**src/rtl/pwmsl_pkg.sv**
```systemverilog
// Shared types, constants and register codes of the four channel PWM slew limiter.
`timescale 1ns / 1ps
package pwmsl_pkg;

	localparam int CHANNELS = 4;
	localparam int DATA_W   = 16;
	localparam int CHAN_W   = 3;
	localparam int CFG_IDX_W = 2;

	typedef logic [DATA_W-1:0] data_t;
	typedef logic [CHAN_W-1:0] chan_t;
	typedef logic [CFG_IDX_W-1:0] cfg_idx_t;

	// Register indexes of the configuration port
	localparam cfg_idx_t CFG_MIN_VALID = 2'd0;
	localparam cfg_idx_t CFG_MAX_VALID = 2'd1;
	localparam cfg_idx_t CFG_MAX_STEP  = 2'd2;

	// Reset values of the configuration registers
	localparam data_t MIN_VALID_RST = 16'd4000;
	localparam data_t MAX_VALID_RST = 16'd20000;
	localparam data_t MAX_STEP_RST  = 16'd200;

	// Index reported when every channel of a frame is in the window
	localparam chan_t NO_BAD_CHANNEL = chan_t'(CHANNELS);

	typedef struct packed {
		data_t min_valid;
		data_t max_valid;
		data_t max_step;
	} cfg_t;

	typedef struct packed {
		logic  in_window;
		data_t next_held;
	} lane_res_t;

endpackage

```
**src/rtl/pwmsl_lane.sv**
```systemverilog
// One channel lane: window check and slew of the held value toward the request.
`timescale 1ns / 1ps
module pwmsl_lane (
	input  pwmsl_pkg::data_t    request,
	input  pwmsl_pkg::data_t    held,
	input  pwmsl_pkg::cfg_t     cfg,
	output pwmsl_pkg::lane_res_t res
);
	import pwmsl_pkg::*;

	logic [DATA_W:0] down_gap;
	logic [DATA_W:0] up_gap;
	logic [DATA_W:0] step_ext;

	assign down_gap = {1'b0, held} - {1'b0, request};
	assign up_gap   = {1'b0, request} - {1'b0, held};
	assign step_ext = {1'b0, cfg.max_step};

	// Check the request against the window; jump on an unset held value,
	// else move by at most one step
	always_comb begin
		res.in_window = (request >= cfg.min_valid) && (request <= cfg.max_valid);
		if (held == '0) begin
			res.next_held = request;
		end else if ((held > request) && (down_gap > step_ext)) begin
			res.next_held = held - cfg.max_step;
		end else if ((request > held) && (up_gap > step_ext)) begin
			res.next_held = held + cfg.max_step;
		end else begin
			res.next_held = request;
		end
	end

endmodule

```
**src/rtl/four_channel_pwm_slew_limiter.sv**
```systemverilog
// Top level of the four channel PWM slew limiter: input register, lanes, result register.
// Throughput: one frame per cycle unless the result word stalls; a frame waits in the
// input register until the result register frees up. The four lanes and the validity
// prefix chain sit between those registers, held values update in the same pass.
// Input stall rises only while a loaded frame waits behind a stalled result word.
// Reset: asynchronous, active low; clears held values and duties to zero, loads the
// window and step registers with their defaults, empties both registers.
`timescale 1ns / 1ps
module four_channel_pwm_slew_limiter (
	input  logic                  clk,
	input  logic                  arst_n,
	// frame input
	input  logic                  in_valid,
	output logic                  in_stall,
	input  pwmsl_pkg::data_t      request_0,
	input  pwmsl_pkg::data_t      request_1,
	input  pwmsl_pkg::data_t      request_2,
	input  pwmsl_pkg::data_t      request_3,
	// result output
	output logic                  out_valid,
	input  logic                  out_stall,
	output pwmsl_pkg::data_t      duty_0,
	output pwmsl_pkg::data_t      duty_1,
	output pwmsl_pkg::data_t      duty_2,
	output pwmsl_pkg::data_t      duty_3,
	output logic                  applied,
	output pwmsl_pkg::chan_t      first_bad_channel,
	// configuration writes
	input  logic                  cfg_valid,
	output logic                  cfg_ready,
	input  pwmsl_pkg::cfg_idx_t   cfg_index,
	input  pwmsl_pkg::data_t      cfg_data
);
	import pwmsl_pkg::*;

	cfg_t      cfg_q;
	logic      valid_s1;
	data_t     req_s1   [CHANNELS];
	data_t     held_q   [CHANNELS];
	data_t     duty_q   [CHANNELS];
	lane_res_t lane_res [CHANNELS];
	logic [CHANNELS-1:0] ok_prefix;
	logic      out_valid_q;
	logic      applied_q;
	chan_t     bad_q;
	chan_t     first_bad;
	logic      advance;
	logic      accept;

	// Configuration registers, always ready
	assign cfg_ready = 1'b1;

	always_ff @(posedge clk or negedge arst_n) begin
		if (!arst_n) begin
			cfg_q.min_valid <= MIN_VALID_RST;
			cfg_q.max_valid <= MAX_VALID_RST;
			cfg_q.max_step  <= MAX_STEP_RST;
		end else if (cfg_valid && cfg_ready) begin
			unique case (cfg_index)
				CFG_MIN_VALID: cfg_q.min_valid <= cfg_data;
				CFG_MAX_VALID: cfg_q.max_valid <= cfg_data;
				CFG_MAX_STEP:  cfg_q.max_step  <= cfg_data;
				default: ;
			endcase
		end
	end

	// Handshake: advance the loaded frame whenever the result register frees up
	assign advance  = valid_s1 && (!out_valid_q || !out_stall);
	assign in_stall = valid_s1 && !advance;
	assign accept   = in_valid && !in_stall;

	// Input register
	always_ff @(posedge clk or negedge arst_n) begin
		if (!arst_n) begin
			valid_s1 <= 1'b0;
		end else if (accept) begin
			valid_s1 <= 1'b1;
		end else if (advance) begin
			valid_s1 <= 1'b0;
		end
	end

	always_ff @(posedge clk) begin
		if (accept) begin
			req_s1[0] <= request_0;
			req_s1[1] <= request_1;
			req_s1[2] <= request_2;
			req_s1[3] <= request_3;
		end
	end

	// Channel lanes
	for (genvar c = 0; c < CHANNELS; c++) begin : g_lane
		pwmsl_lane u_lane (
			.request (req_s1[c]),
			.held    (held_q[c]),
			.cfg     (cfg_q),
			.res     (lane_res[c])
		);
	end

	// Validity prefix chain and first bad channel
	always_comb begin
		ok_prefix[0] = lane_res[0].in_window;
		for (int c = 1; c < CHANNELS; c++) begin
			ok_prefix[c] = ok_prefix[c-1] && lane_res[c].in_window;
		end
		first_bad = NO_BAD_CHANNEL;
		for (int c = CHANNELS - 1; c >= 0; c--) begin
			if (!lane_res[c].in_window) begin
				first_bad = chan_t'(c);
			end
		end
	end

	// Held values and applied duties
	always_ff @(posedge clk or negedge arst_n) begin
		if (!arst_n) begin
			for (int c = 0; c < CHANNELS; c++) begin
				held_q[c] <= '0;
				duty_q[c] <= '0;
			end
		end else if (advance) begin
			for (int c = 0; c < CHANNELS; c++) begin
				if (ok_prefix[c]) begin
					held_q[c] <= lane_res[c].next_held;
				end
				if (ok_prefix[CHANNELS-1]) begin
					duty_q[c] <= lane_res[c].next_held;
				end
			end
		end
	end

	// Result register
	always_ff @(posedge clk or negedge arst_n) begin
		if (!arst_n) begin
			out_valid_q <= 1'b0;
		end else if (advance) begin
			out_valid_q <= 1'b1;
		end else if (!out_stall) begin
			out_valid_q <= 1'b0;
		end
	end

	always_ff @(posedge clk) begin
		if (advance) begin
			applied_q <= ok_prefix[CHANNELS-1];
			bad_q     <= first_bad;
		end
	end

	// Duties move only on advance, so they hold while the result word is stalled
	assign out_valid         = out_valid_q;
	assign duty_0            = duty_q[0];
	assign duty_1            = duty_q[1];
	assign duty_2            = duty_q[2];
	assign duty_3            = duty_q[3];
	assign applied           = applied_q;
	assign first_bad_channel = bad_q;

endmodule

```
**config.mk**
```make
export PLATFORM = sky130hd
export DESIGN_NAME = four_channel_pwm_slew_limiter
export DESIGN_NICKNAME = d
export VERILOG_FILES = /design/src/rtl/pwmsl_pkg.sv /design/src/rtl/pwmsl_lane.sv /design/src/rtl/four_channel_pwm_slew_limiter.sv
export SDC_FILE = /design/constraint.sdc
export NUM_CORES = 1
export LEC_CHECK = 0
export BUFFER_PORTS_ARGS = -buffer_cell sky130_fd_sc_hd__buf_4
export CAP_MARGIN = 25
export CORE_UTILIZATION = 58
export CTS_CLUSTER_SIZE = 8
export DETAILED_ROUTE_END_ITERATION = 8
export PLACE_DENSITY = 0.82
export SLEW_MARGIN = 25
export SYNTH_ARGS = -nofsm -noshare
export SYNTH_HDL_FRONTEND = slang
export SYNTH_SLANG_ARGS = --single-unit
```
**constraint.sdc**
```tcl
create_clock -name clk -period 4.7 [get_ports clk]
set_input_delay 0.235 -clock clk [delete_from_list [all_inputs] [get_ports clk]]
set_output_delay 0.235 -clock clk [all_outputs]
set_load 0.02 [all_outputs]
```
[After elaboration in Yosys (flattened, before gate mapping)]
Memory sizes are Yosys's and may differ from the RTL's.
Cells that the tools add are included.
Cells by class
  shifts and indexed selects: 0
  div/mod/pow operators: 0
  magnitude comparators: 24
  bitwise gates (word level): 0
  muxes and demuxes: 21
  equal/unequal tests: 3
  add/sub/neg operators: 16
  multipliers: 0
  reductions and logical operators: 38
Operators with widths (number)
  2-to-1 mux 16 bit: 12
  greater-than comparator 17 x 16 -> 1 bit: 8
  subtractor 16 x 16 -> 17 bit: 8
  greater-than comparator 16 bit: 8
  adder 16 bit: 4
  greater-or-equal comparator 16 bit: 4
  <= comparator 16 bit: 4
  zero test 16 bit: 4
  subtractor 16 bit: 4
  logical AND 1 bit: 18
  AND reduction 2 bit: 8
  2-to-1 mux 1 bit: 7
  zero test 1 bit: 4
  2-to-1 mux 3 bit: 1
  AND reduction 3 bit: 1
  equality test 2 x 1 -> 1 bit, second input constant: 1
  equality test 2 bit, second input constant: 1
  zero test 2 bit: 1
  2-to-1 mux 2 bit: 1
  inequality test 2 x 1 -> 1 bit, second input constant: 1
  nonzero test 2 bit: 1
  logical OR 1 bit: 1
Storage, ports and cells
  word-level logic and storage cells: 119
  memories kept: 1
  input bits: 87
  bits in registers: 166
  bits in writable memories: 64
  ROM bits: 0
  latch bits: 0
  output and inout bits: 71
Memory list
  req_s1: words 4, width 16, read ports 4, clocked after Yosys merged registers in 0, write ports 4, line four_channel_pwm_slew_limiter.sv:38  | data_t req_s1 [CHANNELS];

[Longest topological paths before layout]
Gate-level depths: netlist (run 1).
  word-level depth: 9
  gate-level depth with buffers: 25
  depth with buffers taken out: 23

[Cells and area by module]
Synthesis (run 1) repeated with hierarchy kept, for this count alone.
Unflattened totals
  cells, all modules: 3145
  area, all modules: 27656.5 um2
Modules (own cells, without submodules)
  four_channel_pwm_slew_limiter: cells each 442, area each 8277.9 um2, instances 1, sequential area each 6113.4 um2
  pwmsl_lane (g_lane[3].u_lane): cells each 687, area each 4904.7 um2, instances 1, sequential area each 0.0 um2
  pwmsl_lane (g_lane[2].u_lane): cells each 691, area each 4873.4 um2, instances 1, sequential area each 0.0 um2
  pwmsl_lane (g_lane[1].u_lane): cells each 657, area each 4813.4 um2, instances 1, sequential area each 0.0 um2
  pwmsl_lane (g_lane[0].u_lane): cells each 668, area each 4787.1 um2, instances 1, sequential area each 0.0 um2

[Worst setup path before layout (run 1)]
Ideal clock, no wire load.
  path kind: register to register
  start: reg held_q[48] in the netlist's numbering
  end: reg duty_q (netlist bit duty_0[10])
  required time: 4.575 ns
  library setup time: 0.125 ns
  setup slack: 0.174 ns
  data arrival time: 4.401 ns
  clock period less this slack: 4.526 ns
  buffers on the path: 1
  stages on the path, launching flop included: 23
  cell sequence: dfrtp_1 > inv_1 > ha_1 > inv_1 > fa_1 > and2_1 > or3_1 > a21o_1 > a21oi_1 > o21ai_0 > a21oi_1 > xnor2_1 > ha_1 > a211oi_1 > o21ai_0 > a211oi_1 > o21ai_0 > a32oi_1 > nor2_1 > buf_2 > a21oi_1 > a222oi_1 > mux2_2
Between the ends
  longest elaborated chain between the ends: 6
  elaborated cells on any way between the ends: 14
  those cells by class: 4 x add/sub; 4 x order compare; 3 x mux; 3 x reduce/logical
RTL lines
  start: declaration: line four_channel_pwm_slew_limiter.sv:39  | data_t held_q [CHANNELS];
  start signal: indexed assignment: line four_channel_pwm_slew_limiter.sv:127  | held_q[c] <= lane_res[c].next_held;
  subtractor 16 x 16 -> 17 bit: line pwmsl_lane.sv:16  | assign up_gap = {1'b0, request} - {1'b0, held};
  greater-than comparator 17 x 16 -> 1 bit: line pwmsl_lane.sv:27  | end else if ((request > held) && (up_gap > step_ext)) begin
  logical AND 1 bit: line pwmsl_lane.sv:27
  2-to-1 mux 16 bit: line pwmsl_lane.sv:27
  2-to-1 mux 16 bit: line pwmsl_lane.sv:25  | end else if ((held > request) && (down_gap > step_ext)) begin
  2-to-1 mux 16 bit (*): line pwmsl_lane.sv:23  | if (held == '0) begin
  end signal: indexed assignment: line four_channel_pwm_slew_limiter.sv:130  | duty_q[c] <= lane_res[c].next_held;
  end: declaration: line four_channel_pwm_slew_limiter.sv:40  | data_t duty_q [CHANNELS];
Every way passes the cells marked *; elsewhere a longest branch is shown, timed or not.
A chain may end at the register's enable or synchronous reset.

==> results of run 1 <==
repair_timing:
action	in CTS	in global routing
hold buffers	84	0
resized for setup	28	311
cloned	0	3
endpoints found under the hold margin	179	0
endpoints found under the setup margin	102	111
buffers inserted	5	49
pin swaps	12	142
flip-flops by register name, summed over array words and instances, names as in the netlist, 3 cells and up:
signal,count
duty_3,16
duty_0,16
held_q,48
first_bad_channel,3
duty_2,16
req_s1,64
cfg_q,48
duty_1,16
cells in the final DEF, fill, tap and decap left out, types with 26 or more instances in the layout:
cell / netlist / routed
nor3_1: 59 / 54
edfxtp_1: 68 / 68
o21a_1: 45 / 44
nand3_1: 52 / 47
nand2_1: 167 / 163
o21bai_1: 35 / 33
nand2b_1: 54 / 51
nor2_1: 190 / 178
inv_1: 262 / 250
a21oi_2: 3 / 43
mux2_2: 52 / 46
buf_4: 6 / 536
a21o_1: 140 / 139
a21oi_1: 280 / 234
xnor2_1: 111 / 107
dfrtp_1: 148 / 146
nor4_1: 28 / 27
o21ai_1: 12 / 33
o22ai_1: 40 / 26
o21ai_0: 179 / 141
nand4_1: 49 / 49
xor2_1: 48 / 48
nor2b_1: 41 / 40
ha_1: 500 / 478
clkbuf_16: 0 / 39
dlygate4sd3_1: 0 / 84
area by class of cell:
| type | instances | share of cell area, % |
|---|---|---|
| Multi-Input combinational cell | 2528 | 59.2 |
| Sequential cell | 230 | 17.5 |
| Timing Repair Buffer | 652 | 15.1 |
| Clock buffer | 61 | 3.06 |
| Inverter | 265 | 2.85 |
| Tap cell | 600 | 2.15 |
| Clock inverter | 3 | 0.0753 |
| Antenna cell | 4 | 0.0287 |
synthesized netlist by cell type (all sizes together), types with 31 or more instances:
cell type / number
ha: 500
a21oi: 283
inv: 262
nor2: 194
o21ai: 193
nand2: 167
dfrtp: 148
a21o: 140
xnor2: 111
edfxtp: 68
nor3: 60
clkbuf: 58
nand2b: 54
nand3: 53
mux2: 52
buf: 50
nand4: 49
xor2: 48
o21a: 46
nor2b: 41
o22ai: 40
a211oi: 35
o21bai: 35
and3: 31
worst max-delay path by stage:
stage | startpoint | cells after the start | endpoint | slack, ps
CTS | req_s1[0][0]$_DFFE_PP_ | 24 | duty_0[4]$_DFFE_PN0P_ | 8
global placement | req_s1[1][3]$_DFFE_PP_ | 20 | held_q[38]$_DFFE_PN0P_ | -140
detailed placement | held_q[51]$_DFFE_PN0P_ | 20 | duty_0[8]$_DFFE_PN0P_ | -230
global route | req_s1[2][7]$_DFFE_PP_ | 22 | held_q[21]$_DFFE_PN0P_ | -200
finish | req_s1[2][0]$_DFFE_PP_ | 22 | held_q[21]$_DFFE_PN0P_ | -30
floorplan | held_q[48]$_DFFE_PN0P_ | 22 | duty_0[10]$_DFFE_PN0P_ | 170
kinds of logic (layout without fill, tap and decap cells):
kind of cell,after synthesis,in the layout
buf+inv,373,981
xor+xnor,159,159
fa+ha+maj,516,516
other cells,1,5
simple gates,775,775
mux,67,67
flops,230,230
compound gates,1010,1010
report_power, final:
group | internal, mW | total, mW | switching [mW]
sequential | 2.48 | 2.88 | 0.394
combinational | 8.13 | 18.5 | 10.4
clock | 1.54 | 2.63 | 1.09
worst min-delay path: cells and delay by family:
kind | cells | cell delay [ps]
simple gates | 2 | 150
buf+inv | 2 | 330
compound gates | 1 | 70
routing by layer:
layer | routed length, um | vias up | GRT usage [%] | share of wire [%]
met4 | 8640 | 2 | 27.9 | 7.7
li1 | - | 12701 | - | -
met1 | 42600 | 13846 | 57.6 | 38
met3 | 12800 | 569 | 9.97 | 11
met5 | 10 | - | 0 | 0.0089
met2 | 48300 | 1908 | 70.6 | 43
per-stage QoR:
stage               std cells  utilization (%)  setup slack [ps]
floorplan                3131                -               174
global placement         4136             68.1              -140
detailed placement       4136             68.1              -227
CTS                      4289             72.7              8.29
global route             4339             76.4              -197
finish                   4343             76.4             -32.9
==> results.md, run 1 <==
- Status: finished with violations
- Failing checks: setup timing
- Slowest cell on the critical path: or3b_4
- Cell taking the most area after synthesis: ha_1
- Worst Path Buf+Inv: 3
- Final worst-path cycle share: 101%
- Final count of pins violating max slew: 0
- Gate Count Post-Synth: 3131
- Mapped Area: 0.0270 mm2
- Number of flops mapped to enable cells by yosys: 68
- DRT iter0 DRCs: 3334
- CP Cell Sequence: ha_2, inv_1, fa_2, a41oi_2, o21ai_1, a21oi_1, buf_4, buf_4, o21ai_0, a21oi_1, xnor2_1, ha_1, nand4_1, nor4_2, a31oi_1, o211ai_1, a22oi_2, or3b_4, nor2_4, a221o_1, nor2_1, a21oi_1
- Drt first pass iters: 6
- VDD IR max: 599 uV
- Vias in the first global route: 28.3k
- Fill count: 3141
- WL final: 112000 um
- Via/cell ratio: 6.68
- Worst Tran Pin Value: 1040 ps
- Reg2reg path depth: 22
- Post-route cell area: 0.0349 mm2
- DR WL/cell: 25.9 um
- Max-Cap Viols: 0
- Min Tclk post-route: 4730 ps
- Fmax: 0.211 GHz
- Largest fanout on the critical path: 6
- CP Class: flop to flop
- Startpoint Class: flop
- Clock sinks: 230
- Distinct cell type count after synthesis: 102
- FF-to-FF End: held_q[21]$_DFFE_PN0P_
- Layout cell share with drive strength beyond 1: 25.6%
- Main synth FF type: dfrtp_1
- GR Util All Layers: 45.5%
- Cell Pwr Density: 689 mW/mm2
- Clk slew on worst S/H paths: 50 ps
- CTS Root Cell: clkbuf_16
- Via count: 29.0k
- Setup TNS: -52.9 ps
- Hold_ws: 231 ps
- Worst EP arrival: 5220 ps
- RSZ-0062 raised after global routing: true
- Post-Synth Adder-Cell Area: 24.4%
- Nets@finish: 4316
- CTS tree: done
- WHS Path Cells: 5
- Max-Slew Margin vs Limit: 30.5%
- Yosys warnings: 0
- Seq/Total Area, Yosys: 22.6%
- Die W: 218 um
- Worst-case clock buffer depth: 3
- Dpl cell area: 0.0311 mm2
- # IOs: 158
- Worst-Skew Late Latency: 590 ps
- Hold endpoint: cfg_q[43]$_DFFE_PN1P_
- Antenna-violating nets left: 0
- Largest net degree at the start of global routing: 85
- H-Tree Depth: 2
- Crit. End Element: flop
- Worst Path Required: 5180 ps
- Synth top area share: 23.2%
- Post-synthesis mux area share: 2.73%
- Post-Syn Nets: 3734
- Clock Skew: 34.3 ps
- Hpwl dp: 82800 um
- Pwr Total: 24.0 mW
- Register area: 0.00612 mm2
- CTS Buf Count: 36
- Reg2reg start: req_s1[2][0]$_DFFE_PP_
- Cell repeated most along the worst path: a21oi_1
- Synth Area in XOR/XNOR: 5.16%
- Area grow syn2layout: 29.3%
- Total congestion overflow: 0
- Hold Crit Start: cfg_index[1]
- Hold Path Class: input pin to flop
- First-pass GRT wire length: 163000 um
- Final Hold Vio Count: 0
- Final Setup Violations: 2
- Register bit total from synthesis: 230
- Multi-input logic area: 0.0206 mm2
- Static Leak: 16.6 nW
- Crit path max-delay family: compound AO/OA/AOI/OAI gates
- Critical Path Max Stage Delay: 480 ps
- Synth Area in Compound Gates: 24.7%
- Post-synthesis simple-gate area fraction: 14.6%
- Area contributors post-synth: ha_1 23%, dfrtp_1 14%, edfxtp_1 7.6%
- RePlAce Congestion: 1.02
- IO buf count: 156
- FF-to-FF setup slack: -30 ps
- Initial core utilization: 59.1%
- Die ar.: 0.0474 mm2
- Remaining DRCs: 0
- Core region area: 0.0457 mm2
- Site Rows: 78
- FFs w/ async S/R, synth: 70.4%
- Largest family of logic cells by synthesized area: compound AO/OA/AOI/OAI gates
- Syn Area/Cell: 8.62 um2
- Chip height: 218 um
- Setup ws final: -32.9 ps
- Initial antenna violation count: 3
No activity file was read; power rests on OpenSTA's default activity.
==> run 2, diff against run 1 <==
Settings changed: BUFFER_PORTS_ARGS -buffer_cell sky130_fd_sc_hd__buf_4 to not set, CORE_UTILIZATION 58 to 60, DONT_BUFFER_PORTS set to 1, PLACE_DENSITY 0.82 to 0.81.
==> results.md, run 2 (synthesis results as in run 1) <==
- RePlAce Congestion: 1.03
- Most flop-heavy register: req_s1
- Critical Path Max Stage Delay: 410 ps
- CTS Root Cell: clkbuf_16
- Commonest non-fill, non-tap cell in the layout: ha_1
- Largest net degree at the start of global routing: 163
- Via/cell ratio: 6.74
- Worst-case clock buffer depth: 3
- Initial antenna violation count: 7
- Failing checks: setup timing
- Switching fraction of total power: 49.7%
- Placed Instances: 3958
- Final count of pins violating max slew: 0
- Worst Tran Pin Value: 1120 ps
- Area grow syn2layout: 23.5%
- GR Util All Layers: 45.1%
- Hold_ws: 99.7 ps
- Final Hold Vio Count: 0
- Crit path max-delay family: compound AO/OA/AOI/OAI gates
- Sw Pwr: 11.7 mW
- Largest regs: req_s1: 64 flops, cfg_q: 48 flops, held_q: 48 flops
- IO buf count: 0
- Clock sinks: 230
- CP Cell Sequence: buf_6, inv_1, ha_1, o31a_1, o21ai_1, nand2b_1, a21o_1, a21o_1, a41oi_2, o21ai_1, xor2_1, ha_1, and3_4, a211oi_2, a31oi_1, o211ai_1, a22oi_2, buf_6, nor3b_4, nand2b_1, buf_4, o22ai_1, o31ai_1
- Combinational share of power: 76.4%
- Startpoint Class: flop
- Die W: 214 um
- Static Leak: 15.7 nW
- CP Class: flop to flop
- Remaining DRCs: 0
- Clock Power Share: 11.0%
- Cell Count, Final, Fillers Out: 4159
- Total congestion overflow: 0
- Vias in the first global route: 27.4k
- Status: finished with violations
- Worst EP arrival: 5170 ps
- DRT iter0 DRCs: 3750
- CTS tree: done
- Setup ws final: -51.1 ps
- DR WL/cell: 26.1 um
- Clock Skew: 26.5 ps
- Drt first pass iters: 6
- Number of flip-flops in the largest register: 64
- Chip height: 214 um
- Sequential power share: 12.6%
- Dpl cell area: 0.0298 mm2
- Nets@finish: 4139
- Hpwl dp: 79000 um
- # IOs: 158
- H-Tree Depth: 2
- Layout cell share with drive strength beyond 1: 20.5%
- Slowest cell on the critical path: edfxtp_1
- RSZ-0062 raised after global routing: true
- Final worst-path cycle share: 101%
- First-pass GRT wire length: 159000 um
- Die ar.: 0.0458 mm2
- Min Tclk post-route: 4750 ps
- Site Rows: 77
- Final Setup Violations: 3
- Worst Path Required: 5120 ps
- Hold Path Class: input pin to flop
- Initial core utilization: 60.9%
- CTS Buf Count: 36
- Max-Slew Margin vs Limit: 24.8%
- Crit. End Element: flop
- Pwr Total: 23.6 mW
- Setup TNS: -69.4 ps
- WL final: 109000 um
- VDD IR max: 474 uV
- Via count: 28.0k
- Largest fanout on the critical path: 4
- Max-Cap Viols: 0
- Most frequent cells in the layout: 475 x ha_1, 364 x buf_4, 253 x inv_1
- Fmax: 0.210 GHz
- Post-route cell area: 0.0333 mm2
- Core region area: 0.0443 mm2
- Internal cell power: 11.8 mW
- Worst Path Buf+Inv: 4
- Clk slew on worst S/H paths: 60 ps
- Worst-Skew Late Latency: 590 ps
- Antenna-violating nets left: 0
- Cell Pwr Density: 707 mW/mm2
run 2: cell count changes in the layout (fill, tap and decap cells not counted), sizes merged:
cell | before | now
clkbuf | 62 | 63
inv | 262 | 264
clkinv | 6 | 5
diode | 4 | 3
buf | 567 | 390
run 2: timing repair:
action	CTS	global route
hold buffers	85	0
pin swaps	12	118
resized for setup	31	250
setup endpoints to repair	85	112
cloned	0	1
setup buffers	7	39
hold endpoints to repair	276	0
run 2: final timing paths:
| path | from | end | slack (ps) | depth (start not counted) |
|---|---|---|---|---|
| worst max-delay path | req_s1[2][1]$_DFFE_PP_ | duty_2[3]$_DFFE_PN0P_ | -50 | 23 |
| max in group asynchronous | arst_n | held_q[49]$_DFFE_PN0P_ | 3560 | 2 |
| worst min-delay path | cfg_index[1] | cfg_q[43]$_DFFE_PN1P_ | 100 | 4 |
| min in group asynchronous | arst_n | duty_1[10]$_DFFE_PN0P_ | 350 | 2 |
| worst max register to register | req_s1[2][1]$_DFFE_PP_ | duty_2[3]$_DFFE_PN0P_ | -50 | 23 |
| worst min register to register | valid_s1$_DFFE_PN0P_ | out_valid$_DFFE_PN0P_ | 490 | 1 |
run 2: power groups by stage:
stage | sequential (mW) | combinational [mW] | clock [mW]
after floorplan | 3.01 | 9.96 | 0
final | 2.96 | 18.0 | 2.60
after global placement | 2.94 | 14.7 | 0
after CTS | 2.93 | 15.7 | 2.59
after global routing | 2.99 | 19.2 | 2.67
after detailed placement | 2.95 | 15.2 | 0
run 2: routing by layer:
metal  vias up  wire (um)  GRT usage, %
met2      1823      46600          69.3
met5         -         57             0
met4         8       8400          28.5
met1     13348      40300          56.1
li1      12334          -             -
met3       512      13300          12.1
run 2: worst min-delay path: cells and delay by family:
kind | cells | cell delay, ps
compound gates | 1 | 80
simple gates | 2 | 120
buf+inv | 1 | 220
run 2: layout make-up:
| type | count | area (um2) |
|---|---|---|
| inverter | 265 | 995 |
| multi-input combinational | 2528 | 20500 |
| clock inverter | 4 | 27.5 |
| clock buffer | 62 | 1050 |
| sequential | 230 | 6120 |
| fill | 3220 | 11000 |
| tap | 592 | 741 |
| antenna | 3 | 7.51 |
| timing repair buffer | 475 | 3950 |
run 2: stage by stage:
stage               setup slack, ps  util [%]
floorplan                       174         -
detailed placement             -264      67.3
finish                        -51.1      75.2
global placement              -65.3      67.3
global route                   -232      75.2
CTS                           0.170      72.0
